==> config.mk <==
export PLATFORM = sky130hd
export DESIGN_NAME = rssi_noise_floor_tracker_unit_flat
export DESIGN_NICKNAME = d
export VERILOG_FILES = /design/src/design/nft_pkg.sv /design/src/design/nft_req_if.sv /design/src/design/nft_rsp_if.sv /design/src/design/nft_rank_unit.sv /design/src/design/nft_window.sv /design/src/design/rssi_noise_floor_tracker_unit.sv /design/src/flat_wrapper.sv
export SDC_FILE = /design/constraint.sdc
export NUM_CORES = 1
export LEC_CHECK = 0
export BUFFER_PORTS_ARGS = -buffer_cell sky130_fd_sc_hd__buf_2
export CAP_MARGIN = 20
export CORE_MARGIN = 5
export CORE_UTILIZATION = 55
export CTS_CLUSTER_DIAMETER = 200
export CTS_CLUSTER_SIZE = 25
export DETAILED_ROUTE_END_ITERATION = 8
export GPL_ROUTABILITY_DRIVEN = 0
export PLACE_DENSITY_LB_ADDON = 0.12
export SYNTH_ARGS = -nofsm -noshare
export SYNTH_HDL_FRONTEND = slang
export SYNTH_SLANG_ARGS = --single-unit
==> constraint.sdc <==
create_clock -name clock -period 17 [get_ports clock]
set_input_delay 2.55 -clock clock [delete_from_list [all_inputs] [get_ports clock]]
set_output_delay 2.55 -clock clock [all_outputs]
set_load 0.03 [all_outputs]
==> src/design/nft_pkg.sv <==
// Shared constants, types and codes for the RSSI noise floor tracker.
package nft_pkg;

   localparam int WINDOW_DEPTH  = 10;
   localparam int CHAN_W        = 1;
   localparam int CHANNEL_COUNT = 2 ** CHAN_W;
   localparam int FILL_W        = $clog2(WINDOW_DEPTH + 1);
   localparam int IDX_W         = $clog2(WINDOW_DEPTH);
   localparam int FILL_OUT_W    = 4;
   localparam int RSSI_W        = 8;
   localparam int TIME_W        = 32;
   localparam int PERIOD_W      = 16;

   typedef logic [RSSI_W-1:0]     rssi_type;
   typedef rssi_type [WINDOW_DEPTH-1:0] row_type;
   typedef logic [FILL_W-1:0]     fill_type;
   typedef logic [FILL_OUT_W-1:0] fill_out_type;
   typedef logic [IDX_W-1:0]      idx_type;
   typedef logic [CHAN_W-1:0]     chan_type;
   typedef logic [TIME_W-1:0]     time_type;
   typedef logic [PERIOD_W-1:0]   period_type;

   localparam rssi_type   EMPTY_FLOOR    = 8'hFF;
   localparam period_type PERIOD_DEFAULT = 16'd180;

   typedef enum logic {
      CMD_SAMPLE = 1'b0,
      CMD_TICK   = 1'b1
   } cmd_type;

   typedef enum logic [1:0] {
      ST_IDLE,
      ST_CHECK,
      ST_RANK,
      ST_DONE
   } state_type;

   // Update request from the sequencer to the window store
   typedef struct packed {
      logic     clear_all;
      logic     fill_we;
      logic     push;
      chan_type chan;
      fill_type fill;
      rssi_type value;
   } win_cmd_type;

   // Key presented to the rank unit
   typedef struct packed {
      rssi_type key;
      idx_type  key_idx;
      logic     tie_en;
   } rank_req_type;

endpackage

==> src/design/nft_req_if.sv <==
// Request channel interface: commands and samples into the tracker.
interface nft_req_if;
   import nft_pkg::*;

   logic     valid;
   logic     ready;
   cmd_type  command;
   chan_type channel;
   rssi_type rssi;
   time_type utc_time;

   modport source (output valid, output command, output channel, output rssi,
                   output utc_time, input ready);
   modport sink   (input valid, input command, input channel, input rssi,
                   input utc_time, output ready);
endinterface

==> src/design/nft_rsp_if.sv <==
// Response channel interface: reported noise floor per channel.
interface nft_rsp_if;
   import nft_pkg::*;

   logic         valid;
   logic         ready;
   chan_type     floor_channel;
   rssi_type     noise_floor;
   fill_out_type window_fill;

   modport source (output valid, output floor_channel, output noise_floor,
                   output window_fill, input ready);
   modport sink   (input valid, input floor_channel, input noise_floor,
                   input window_fill, output ready);
endinterface

==> src/design/nft_rank_unit.sv <==
// Shared compare unit: counts held readings that order below a key.
module nft_rank_unit (
   input  nft_pkg::row_type      row,
   input  nft_pkg::fill_type     count_n,
   input  nft_pkg::rank_req_type rank_req,
   output nft_pkg::fill_type     rank
);
   import nft_pkg::*;

   logic [WINDOW_DEPTH-1:0] below;

   // With tie_en set, ties break on position so every held entry gets a distinct rank
   always_comb begin
      for (int j = 0; j < WINDOW_DEPTH; j++) begin
         below[j] = (FILL_W'(j) < count_n) &&
                    ((row[j] < rank_req.key) ||
                     (rank_req.tie_en && (row[j] == rank_req.key) &&
                      (IDX_W'(j) < rank_req.key_idx)));
      end
      rank = FILL_W'($countones(below));
   end

endmodule

==> src/design/nft_window.sv <==
// Per-channel reading windows with front insertion and fill counts.
module nft_window (
   input  logic                 clock,
   input  logic                 reset,
   input  nft_pkg::win_cmd_type cmd,
   input  nft_pkg::chan_type    rd_chan,
   output nft_pkg::row_type     rd_row,
   output nft_pkg::fill_type    rd_fill
);
   import nft_pkg::*;

   row_type  rows_ff  [CHANNEL_COUNT];
   fill_type fills_ff [CHANNEL_COUNT];

   always_ff @(posedge clock) begin
      if (reset) begin
         for (int c = 0; c < CHANNEL_COUNT; c++) begin
            fills_ff[c] <= '0;
         end
      end else if (cmd.clear_all) begin
         for (int c = 0; c < CHANNEL_COUNT; c++) begin
            fills_ff[c] <= '0;
         end
      end else if (cmd.fill_we) begin
         fills_ff[cmd.chan] <= cmd.fill;
      end
   end

   // Push at the front; the last entry falls off
   always_ff @(posedge clock) begin
      if (cmd.push) begin
         rows_ff[cmd.chan] <= {rows_ff[cmd.chan][WINDOW_DEPTH-2:0], cmd.value};
      end
   end

   assign rd_row  = rows_ff[rd_chan];
   assign rd_fill = fills_ff[rd_chan];

endmodule

==> src/design/rssi_noise_floor_tracker_unit.sv <==
// Top level: RSSI noise floor tracker with sequencer and shared rank unit.
// Sequence: accept, then a check step when a sample is checked against a held window,
// then rank steps over the window until the median is found, then done, which loads the output register.
// One word at a time: a new request is taken only once the sequencer is back in idle;
// a stalled response holds the sequencer in done.
// Reset (synchronous, active high): windows empty, time and period start zero, period 180.
module rssi_noise_floor_tracker_unit (
   input  logic                         clock,
   input  logic                         reset,
   nft_req_if.sink                      req_if,
   nft_rsp_if.source                    rsp_if,
   input  logic                         csr_wr_en,
   input  logic [nft_pkg::PERIOD_W-1:0] csr_wr_data
);
   import nft_pkg::*;

   // Sequencer state and the word being worked on
   state_type  state_ff, state_in;
   chan_type   chan_ff, chan_in;
   rssi_type   rssi_ff, rssi_in;
   idx_type    idx_ff, idx_in;
   rssi_type   floor_ff, floor_in;

   // Time keeping and the period register
   time_type   time_ff, time_in;
   time_type   pstart_ff, pstart_in;
   period_type period_ff;

   // Output register: holds a finished word while the sink stalls
   logic         rsp_valid_ff, rsp_valid_in;
   chan_type     rsp_chan_ff, rsp_chan_in;
   rssi_type     rsp_floor_ff, rsp_floor_in;
   fill_out_type rsp_fill_ff, rsp_fill_in;

   win_cmd_type  win_cmd;
   chan_type     rd_chan;
   row_type      rd_row;
   fill_type     rd_fill;
   rank_req_type rank_req;
   fill_type     rank;

   time_type     tick_start;
   time_type     tick_diff;
   fill_type     n_trim;

   nft_window u_window (
      .clock   (clock),
      .reset   (reset),
      .cmd     (win_cmd),
      .rd_chan (rd_chan),
      .rd_row  (rd_row),
      .rd_fill (rd_fill)
   );

   nft_rank_unit u_rank (
      .row      (rd_row),
      .count_n  (rd_fill),
      .rank_req (rank_req),
      .rank     (rank)
   );

   // While idle look at the channel being offered, so the trim can be
   // decided in the accept cycle; afterwards stick to the latched channel.
   assign rd_chan = (state_ff == ST_IDLE) ? req_if.channel : chan_ff;

   assign req_if.ready         = (state_ff == ST_IDLE);
   assign rsp_if.valid         = rsp_valid_ff;
   assign rsp_if.floor_channel = rsp_chan_ff;
   assign rsp_if.noise_floor   = rsp_floor_ff;
   assign rsp_if.window_fill   = rsp_fill_ff;

   always_comb begin
      state_in     = state_ff;
      chan_in      = chan_ff;
      rssi_in      = rssi_ff;
      idx_in       = idx_ff;
      floor_in     = floor_ff;
      time_in      = time_ff;
      pstart_in    = pstart_ff;
      rsp_chan_in  = rsp_chan_ff;
      rsp_floor_in = rsp_floor_ff;
      rsp_fill_in  = rsp_fill_ff;
      // Drop the response once the sink takes it
      rsp_valid_in = rsp_valid_ff && !rsp_if.ready;

      win_cmd  = '0;
      win_cmd.chan = rd_chan;
      rank_req = '0;

      // A tick at time zero restarts the period at zero too
      tick_start = (req_if.utc_time == '0) ? '0 : pstart_ff;
      tick_diff  = req_if.utc_time - tick_start;
      n_trim     = (rd_fill > FILL_W'(WINDOW_DEPTH - 1)) ?
                   FILL_W'(WINDOW_DEPTH - 1) : rd_fill;

      unique case (state_ff)
         ST_IDLE: begin
            if (req_if.valid) begin
               chan_in  = req_if.channel;
               rssi_in  = req_if.rssi;
               idx_in   = '0;
               state_in = ST_RANK;
               if (req_if.command == CMD_TICK) begin
                  time_in   = req_if.utc_time;
                  pstart_in = tick_start;
                  // Wrapping difference: clear every window past the period
                  if (tick_diff > TIME_W'(period_ff)) begin
                     win_cmd.clear_all = 1'b1;
                     pstart_in         = req_if.utc_time;
                  end
               end else if (time_ff != '0) begin
                  // Trim from the back first; an empty window takes the sample
                  win_cmd.fill_we = 1'b1;
                  if (n_trim == '0) begin
                     win_cmd.push  = 1'b1;
                     win_cmd.value = req_if.rssi;
                     win_cmd.fill  = FILL_W'(1);
                  end else begin
                     win_cmd.fill = n_trim;
                     state_in     = ST_CHECK;
                  end
               end
            end
         end

         ST_CHECK: begin
            // Sample fits if fewer than all held readings are strictly below
            rank_req.key     = rssi_ff;
            rank_req.key_idx = '0;
            rank_req.tie_en  = 1'b0;
            if (rank < rd_fill) begin
               win_cmd.push    = 1'b1;
               win_cmd.value   = rssi_ff;
               win_cmd.fill_we = 1'b1;
               win_cmd.fill    = rd_fill + FILL_W'(1);
            end
            idx_in   = '0;
            state_in = ST_RANK;
         end

         ST_RANK: begin
            // Advance one candidate per cycle until its rank hits fill/2
            rank_req.key     = rd_row[idx_ff];
            rank_req.key_idx = idx_ff;
            rank_req.tie_en  = 1'b1;
            if (rd_fill == '0) begin
               floor_in = EMPTY_FLOOR;
               state_in = ST_DONE;
            end else if (rank == (rd_fill >> 1)) begin
               floor_in = rd_row[idx_ff];
               state_in = ST_DONE;
            end else begin
               idx_in = idx_ff + IDX_W'(1);
            end
         end

         ST_DONE: begin
            // Hold until the output register is free
            if (!rsp_valid_ff || rsp_if.ready) begin
               rsp_valid_in = 1'b1;
               rsp_chan_in  = chan_ff;
               rsp_floor_in = floor_ff;
               rsp_fill_in  = FILL_OUT_W'(rd_fill);
               state_in     = ST_IDLE;
            end
         end

         default: begin
            state_in = ST_IDLE;
         end
      endcase
   end

   always_ff @(posedge clock) begin
      if (reset) begin
         state_ff     <= ST_IDLE;
         rsp_valid_ff <= 1'b0;
         time_ff      <= '0;
         pstart_ff    <= '0;
         period_ff    <= PERIOD_DEFAULT;
      end else begin
         state_ff     <= state_in;
         rsp_valid_ff <= rsp_valid_in;
         time_ff      <= time_in;
         pstart_ff    <= pstart_in;
         if (csr_wr_en) begin
            period_ff <= csr_wr_data;
         end
      end
   end

   always_ff @(posedge clock) begin
      chan_ff      <= chan_in;
      rssi_ff      <= rssi_in;
      idx_ff       <= idx_in;
      floor_ff     <= floor_in;
      rsp_chan_ff  <= rsp_chan_in;
      rsp_floor_ff <= rsp_floor_in;
      rsp_fill_ff  <= rsp_fill_in;
   end

endmodule

==> src/flat_wrapper.sv <==
// flat-port wrapper written by rule: the top's interface ports become plain ports
module rssi_noise_floor_tracker_unit_flat import nft_pkg::*;
  (clock, reset, csr_wr_en, csr_wr_data, req_if_valid, req_if_command, req_if_channel, req_if_rssi, req_if_utc_time, req_if_ready, rsp_if_valid, rsp_if_floor_channel, rsp_if_noise_floor, rsp_if_window_fill, rsp_if_ready);
  nft_req_if req_if_i ();
  nft_rsp_if rsp_if_i ();
  input  logic clock;
  input  logic reset;
  input  logic csr_wr_en;
  input  logic [nft_pkg::PERIOD_W-1:0] csr_wr_data;
  input wire logic [$bits(req_if_i.valid)-1:0] req_if_valid;
  input wire logic [$bits(req_if_i.command)-1:0] req_if_command;
  input wire logic [$bits(req_if_i.channel)-1:0] req_if_channel;
  input wire logic [$bits(req_if_i.rssi)-1:0] req_if_rssi;
  input wire logic [$bits(req_if_i.utc_time)-1:0] req_if_utc_time;
  output wire logic [$bits(req_if_i.ready)-1:0] req_if_ready;
  output wire logic [$bits(rsp_if_i.valid)-1:0] rsp_if_valid;
  output wire logic [$bits(rsp_if_i.floor_channel)-1:0] rsp_if_floor_channel;
  output wire logic [$bits(rsp_if_i.noise_floor)-1:0] rsp_if_noise_floor;
  output wire logic [$bits(rsp_if_i.window_fill)-1:0] rsp_if_window_fill;
  input wire logic [$bits(rsp_if_i.ready)-1:0] rsp_if_ready;
  assign req_if_i.valid = req_if_valid;
  assign req_if_i.command = req_if_command;
  assign req_if_i.channel = req_if_channel;
  assign req_if_i.rssi = req_if_rssi;
  assign req_if_i.utc_time = req_if_utc_time;
  assign req_if_ready = req_if_i.ready;
  assign rsp_if_valid = rsp_if_i.valid;
  assign rsp_if_floor_channel = rsp_if_i.floor_channel;
  assign rsp_if_noise_floor = rsp_if_i.noise_floor;
  assign rsp_if_window_fill = rsp_if_i.window_fill;
  assign rsp_if_i.ready = rsp_if_ready;
  rssi_noise_floor_tracker_unit u_core (.clock(clock), .reset(reset), .req_if(req_if_i), .rsp_if(rsp_if_i), .csr_wr_en(csr_wr_en), .csr_wr_data(csr_wr_data));
endmodule
==> impl_metrics.json, run 1 <==
{
  "grt_pass1_wl_mm": 63.7,
  "critPathArrivalTime_ns": 12.60,
  "synth.distinct_cells": 73,
  "vias_per_cell": 6.08,
  "synth_area_leaders": "edfxtp_1 37%, dfxtp_1 10%, ha_1 10%, mux2_2 5.0%, nand2_1 4.3%",
  "slew_viol_final": 0,
  "drive_gt1_share_pct": 12.7,
  "grt_pass1_vias": 11900,
  "wire_per_inst_um": 20.1,
  "track_usage_pct": 23.6,
  "ys_warn_count": 0,
  "fin_worst_skew_ns": 0.0232,
  "clockBufferDepth": 3,
  "hold_path.class": "flop to flop",
  "dp_cells": 1966,
  "tightest_slew_ns": 1.01,
  "ctsHtreeMaxLevel": 1,
  "drt_iter0_drc": 883,
  "synth_seq_cells": 285,
  "finalCritPeriodShare_pct": 73.4,
  "clock_latency_ns": 0.50,
  "crit_path_end_kind": "flop",
  "clk_pin_slew_ns": 0.09,
  "synth_top_area_share_pct": 37.2,
  "cp_common_cell": "o21ai_0",
  "place_area_mm2": 0.0169,
  "multi_input_comb_area_mm2": 0.00804,
  "hold_violations": 0,
  "tns_ns": 0,
  "post_cts_buffers": 0,
  "drv_cap": 0,
  "rsz0062_at_grt": "no",
  "cts_root_buffer": "clkbuf_16",
  "cp_slowest_stage_delay_ns": 0.76,
  "max_freq_mhz": 80.1,
  "vdd_drop_max_mv": 0.121,
  "hold_buffers": 0,
  "overflow": 0,
  "worstSetupStartpointType": "primary input",
  "synth_edf_count": 202,
  "cpMaxStageDelayCell": "nor2b_4",
  "syn_area_per_cell_um2": 10.4,
  "cts_resized": 0,
  "p_leak_nw": 6.42,
  "num_antenna_cells": 0,
  "synth_top_flop_cell": "edfxtp_1",
  "grt_max_degree": 81,
  "path_class": "primary input to flop",
  "fp.dieH_um": 182,
  "rows": 63,
  "yosysSeqAreaShare_pct": 47.4,
  "power_density_mw_per_mm2": 172,
  "register_area_mm2": 0.00773,
  "dr.pass1.iters": 5,
  "syn_to_final_growth_pct": 6.63,
  "final_cells": 1988,
  "drt_wl_total_mm": 39.9,
  "dpl.hpwl_mm": 29.2,
  "cts_sinks": 285,
  "cp.required_ns": 17.12,
  "synth_area_leader_cell": "edfxtp_1",
  "syn_area_mm2": 0.0163,
  "cts_buffers": 15,
  "ant_nets": 0,
  "design_area_mm2": 0.0174,
  "path_max_fanout": 50,
  "synth_nets": 1761,
  "numPortBuffers": 77,
  "initial_utilization_pct": 55.4,
  "fin_crit_ns": 12.48,
  "core_mm2": 0.0294,
  "cts_tree": "done",
  "vias": 12100,
  "final_nets": 1795,
  "setup_viol": 0,
  "fp.dieW_um": 182,
  "fin_util_pct": 59.1,
  "num-fill-cells": 2499,
  "antenna_found_initial": 0,
  "die_area_mm2": 0.0332,
  "async_flop_share_pct": 0,
  "syn-instance-count": 1561,
  "io_pins": 78,
  "relSlewSlack_pct": 32.0,
  "status": "finished clean",
  "drc": 0
}
power by group:
group          total (mW)  internal (mW)  switching [mW]
Sequential           1.08           1.03          0.0530
Clock               0.378          0.165           0.213
Combinational        1.52          0.571           0.953
Total                2.98           1.76            1.22
cell usage in the layout, fill, tap and decap left out, types with 32 or more instances in the layout:
cell | netlist | layout
edfxtp_1 | 202 | 202
nand2_1 | 188 | 188
nor2_1 | 149 | 148
ha_1 | 130 | 130
a21oi_1 | 106 | 106
dfxtp_1 | 83 | 83
buf_2 | 20 | 77
mux2_2 | 72 | 72
o21ai_0 | 64 | 64
inv_1 | 50 | 50
a22o_1 | 40 | 40
mux2i_1 | 34 | 33
nand4_1 | 32 | 32
registers in the layout (all words and copies together) (netlist names), 8 cells and up:
name / flops
u_core.period_ff: 16
u_core.floor_ff: 8
u_core.u_window.fills_ff: 8
u_core.rsp_if.noise_floor: 8
u_core.u_window.rows_ff: 160
u_core.pstart_ff: 32
u_core.rssi_ff: 8
u_core.time_ff: 32
synth_stat cells, types with 10 or more instances:
library cell / n
nand2_1: 188
edfxtp_1: 202
o211ai_1: 12
or3_1: 22
a211oi_1: 13
clkbuf_1: 44
mux2i_1: 34
a21o_1: 27
buf_2: 20
nor4_1: 24
a22o_1: 40
o21ai_0: 64
a21oi_1: 106
nand3_1: 24
inv_1: 50
o21ai_1: 10
mux2_2: 72
xnor2_1: 15
o31a_1: 15
ha_1: 130
dfxtp_1: 83
nor2b_1: 20
nand4_1: 32
o21a_1: 18
nor2_1: 149
nor3_1: 17
o32ai_1: 12
cell type report:
class	count	area share, %
multi-input combinational	1150	46.3
sequential	285	44.5
timing repair buffer	93	2.98
tap	390	2.81
clock buffer	19	2.25
inverter	50	1.08
clock inverter	1	0.0937
stage by stage:
| step | power [mW] | hold slack [ns] | worst slack [ns] |
|---|---|---|---|
| final | 2.98 | 0.424 | 4.52 |
| after floorplan | 2.18 | 0.400 | 3.44 |
| after global placement | 2.56 | 0.402 | 4.12 |
| after detailed placement | 2.60 | 0.405 | 4.01 |
| after global routing | 3.19 | 0.440 | 3.80 |
| after CTS | 2.99 | 0.427 | 4.51 |
metal layers:
metal	share of wire, %	global-route usage, %
met5	0	0
met4	3.5	7.18
met3	5.2	2.33
met2	50	42.3
met1	41	30.2
path summary, 6_finish.rpt:
kind,from,endpoint,slack (ns),cells past startpoint
setup / recovery,req_if_channel,u_core.u_window.rows_ff[0][48]$_DFFE_PP_,4.52,35
hold reg to reg,u_core.floor_ff[7]$_SDFFCE_PN1P_,u_core.rsp_if.noise_floor[7]$_DFFE_PP_,0.42,0
setup reg to reg,u_core.state_ff[0]$_SDFFE_PP0P_,u_core.u_window.rows_ff[0][48]$_DFFE_PP_,5.71,36
hold / removal,u_core.floor_ff[7]$_SDFFCE_PN1P_,u_core.rsp_if.noise_floor[7]$_DFFE_PP_,0.42,0
worst max-delay path, delay by kind of cell:
kind | cells | cell delay, ns
adder cells (fa/ha/maj) | 7 | 3.06
AND/OR/NAND/NOR | 10 | 2.80
buffers and inverters | 5 | 2.09
AO/OA/AOI/OAI | 10 | 1.30
multiplexers | 3 | 0.71
cells by family (layout without fill, tap and decap cells):
| kind of cell | count (synthesis) | count (layout) | share of synthesized area, % |
|---|---|---|---|
| compound gates | 368 | 368 | 15.1 |
| buf+inv | 126 | 163 | 3.40 |
| xor+xnor | 24 | 24 | 1.29 |
| simple gates | 513 | 513 | 14.6 |
| flops | 285 | 285 | 47.4 |
| fa+ha+maj | 137 | 137 | 10.8 |
| mux | 108 | 108 | 7.34 |
Note: power is estimated with default switching activity, not from simulation.
==> run 2: changes to the inputs <==
ABC_AREA = 1   (was default)
clock period = 10.6 ns   (was 17 ns; I/O delays follow)
==> impl_metrics.json, run 2 <==
{
  "holdPathEnd": "u_core.rsp_if.noise_floor[4]$_DFFE_PP_",
  "cts_sinks": 285,
  "syn_to_final_growth_pct": 6.74,
  "crit_family": "adder cells",
  "rows": 64,
  "final_common_cell": "nand2_1",
  "worstSetupStartpointType": "primary input",
  "relSlewSlack_pct": 27.4,
  "fp.dieH_um": 186,
  "syn_area_mm2": 0.0171,
  "core_mm2": 0.0307,
  "max_freq_mhz": 109,
  "power_density_mw_per_mm2": 349,
  "synth_commonest_cells": "630 x nand2_1, 213 x inv_1, 202 x edfxtp_1",
  "final_cells": 2566,
  "ant_nets": 0,
  "final_nets": 2361,
  "syn-instance-count": 2124,
  "num-fill-cells": 2735,
  "reg.largest.list": "u_core.u_window.rows_ff: 160 flops, u_core.pstart_ff: 32 flops, u_core.time_ff: 32 flops",
  "clockPowerShare_pct": 9.8,
  "setup.reg_to_reg.worst_slack_ns": 1.76,
  "largest_reg_flops": 160,
  "drc": 0,
  "register_area_mm2": 0.00773,
  "cp_slowest_stage_delay_ns": 0.67,
  "synth_most_common_cell": "nand2_1",
  "dp_cells": 2540,
  "num_antenna_cells": 0,
  "syn_area_per_cell_um2": 8.07,
  "yosysSeqAreaShare_pct": 45.1,
  "dr.pass1.iters": 6,
  "die_area_mm2": 0.0348,
  "synth.distinct_cells": 53,
  "fp.dieW_um": 186,
  "p_seq_share_pct": 32.2,
  "track_usage_pct": 26.0,
  "cts_root_buffer": "clkbuf_16",
  "fin_worst_skew_ns": 0.0347,
  "tns_ns": 0,
  "ctsHtreeMaxLevel": 1,
  "crit_path_end_kind": "flop",
  "cts_tree": "done",
  "p_leak_nw": 8.07,
  "cts_resized": 0,
  "drt_iter0_drc": 1087,
  "io_pins": 78,
  "synth_area_leader_cell": "edfxtp_1",
  "path_class": "primary input to flop",
  "synth_top_area_share_pct": 35.4,
  "grt_pass1_wl_mm": 74.8,
  "synth_edf_count": 202,
  "p_int_mw": 3.38,
  "rsz0062_at_grt": "no",
  "initial_utilization_pct": 55.9,
  "r2r-end": "u_core.u_window.rows_ff[1][68]$_DFFE_PP_",
  "antenna_found_initial": 1,
  "ys_warn_count": 0,
  "vdd_drop_max_mv": 0.424,
  "cp.required_ns": 10.73,
  "clk_pin_slew_ns": 0.09,
  "cpMaxStageDelayCell": "buf_4",
  "top_usage_layer": "met2",
  "multi_input_comb_area_mm2": 0.00826,
  "vias": 14800,
  "synth_top_flop_cell": "edfxtp_1",
  "grt_pass1_vias": 14400,
  "vias_per_cell": 5.77,
  "drt_wl_total_mm": 47.1,
  "regMostFlops": "u_core.u_window.rows_ff",
  "holdPathStages": 0,
  "drive_gt1_share_pct": 7.10,
  "setup_ws_ns": 1.41,
  "synth_seq_cells": 285,
  "clockBufferDepth": 3,
  "cp_common_cell": "nand2_1",
  "critPathArrivalTime_ns": 9.32,
  "synth_nets": 2324,
  "hold_violations": 0,
  "worstReg2RegStart": "u_core.state_ff[0]$_SDFFE_PP0P_",
  "swShare_pct": 47.0,
  "path_max_fanout": 60,
  "cts_buffers": 15,
  "post_cts_buffers": 0,
  "worstHoldStart": "u_core.floor_ff[4]$_SDFFCE_PN1P_",
  "mostFrequentLayoutCells": "630 x nand2_1, 213 x inv_1, 202 x edfxtp_1, 176 x nand3_1, 154 x a21oi_1",
  "drv_cap": 0,
  "reg2reg_depth": 34,
  "share_comb_of_total_power_pct": 58.0,
  "cp_num_buf_inv": 7,
  "grt_max_degree": 110,
  "fin_crit_ns": 9.19,
  "switchingPower_mw": 3.00,
  "hold_path.class": "flop to flop",
  "finalCritPeriodShare_pct": 86.7,
  "overflow": 0,
  "setup_viol": 0,
  "numPortBuffers": 77,
  "async_flop_share_pct": 0,
  "status": "finished clean",
  "grt_util_met1_pct": 32.4,
  "place_ws_ns": 0.944,
  "use_met2_pct": 45.2,
  "met3_usage_pct": 3.18,
  "dpl.hpwl_mm": 34.8,
  "clock_latency_ns": 0.51,
  "synth_area_leaders": "edfxtp_1 35%, nand2_1 14%, dfxtp_1 9.7%, ha_1 9.5%, nand3_1 5.1%",
  "slew_viol_final": 0,
  "wire_per_inst_um": 18.4,
  "hold_buffers": 0,
  "tightest_slew_ns": 1.08
}
-- run 2: changes by cell type after synthesis, sizes merged, moves of 49 or more --
cell | before | now
nand3 | 24 | 179
o21ai | 76 | 131
nand2 | 189 | 642
inv | 50 | 220
a21oi | 108 | 157
mux2 | 72 | 0
-- run 2: stage by stage --
stage | hold WS (ns) | instance area [um^2] | power, mW | utilization (%)
floorplan | 0.400 | 17100 | 4.69 | -
global placement | 0.402 | 17900 | 5.62 | 58.2
detailed placement | 0.407 | 17900 | 5.72 | 58.2
CTS | 0.437 | 18300 | 6.37 | 59.6
global route | 0.445 | 18300 | 6.92 | 59.6
finish | 0.433 | 18300 | 6.38 | 59.6
-- run 2: worst reg2reg max path, delay by kind of cell, from the launching register on --
family	cells	cell delay (ns)
fa+ha+maj	8	3.21
buf+inv	7	1.68
simple gates	10	1.64
compound gates	9	1.50
flops	1	0.38
-- run 2: cells by family after synthesis --
kind of cell | after synthesis | share of synthesized area, %
fa+ha+maj | 137 | 10.3
compound gates | 335 | 10.6
xor+xnor | 20 | 1.02
simple gates | 1049 | 26.1
buf+inv | 298 | 6.87
flops | 285 | 45.1
-- run 2: final cells by class --
class                   count  area share [%]
clock inverters             2           0.137
well taps                 396            2.71
inverters                 223            4.59
flip-flops and latches    285            42.3
repair buffers             95            2.91
clock buffers              24            2.24
multi-input cells        1541            45.2
-- run 2: how the worst max path moves through the flow --
stage                                                     endpoint  depth (start not counted)            from
after floorplan            u_core.u_window.rows_ff[1][0]$_DFFE_PP_                         32  req_if_channel
after global placement    u_core.u_window.rows_ff[1][60]$_DFFE_PP_                         33  req_if_channel
after detailed placement  u_core.u_window.rows_ff[1][71]$_DFFE_PP_                         33  req_if_channel
after CTS                 u_core.u_window.rows_ff[1][71]$_DFFE_PP_                         33  req_if_channel
after global routing      u_core.u_window.rows_ff[1][44]$_DFFE_PP_                         33  req_if_channel
final                     u_core.u_window.rows_ff[1][68]$_DFFE_PP_                         33  req_if_channel
-- run 2: metal layers --
layer,up-vias,part of all wire [%]
li1,7228,-
met1,6831,40
met2,589,49
met3,143,6.0
met4,2,4.9
met5,-,0.030
-- run 2: power by group through the flow --
| stage | Sequential (mW) | Combinational (mW) | Clock (mW) |
|---|---|---|---|
| after floorplan | 2.11 | 2.57 | 0 |
| after global placement | 2.07 | 3.55 | 0 |
| after detailed placement | 2.08 | 3.64 | 0 |
| after CTS | 2.06 | 3.66 | 0.646 |
| after global routing | 2.10 | 4.13 | 0.690 |
| final | 2.05 | 3.70 | 0.628 |
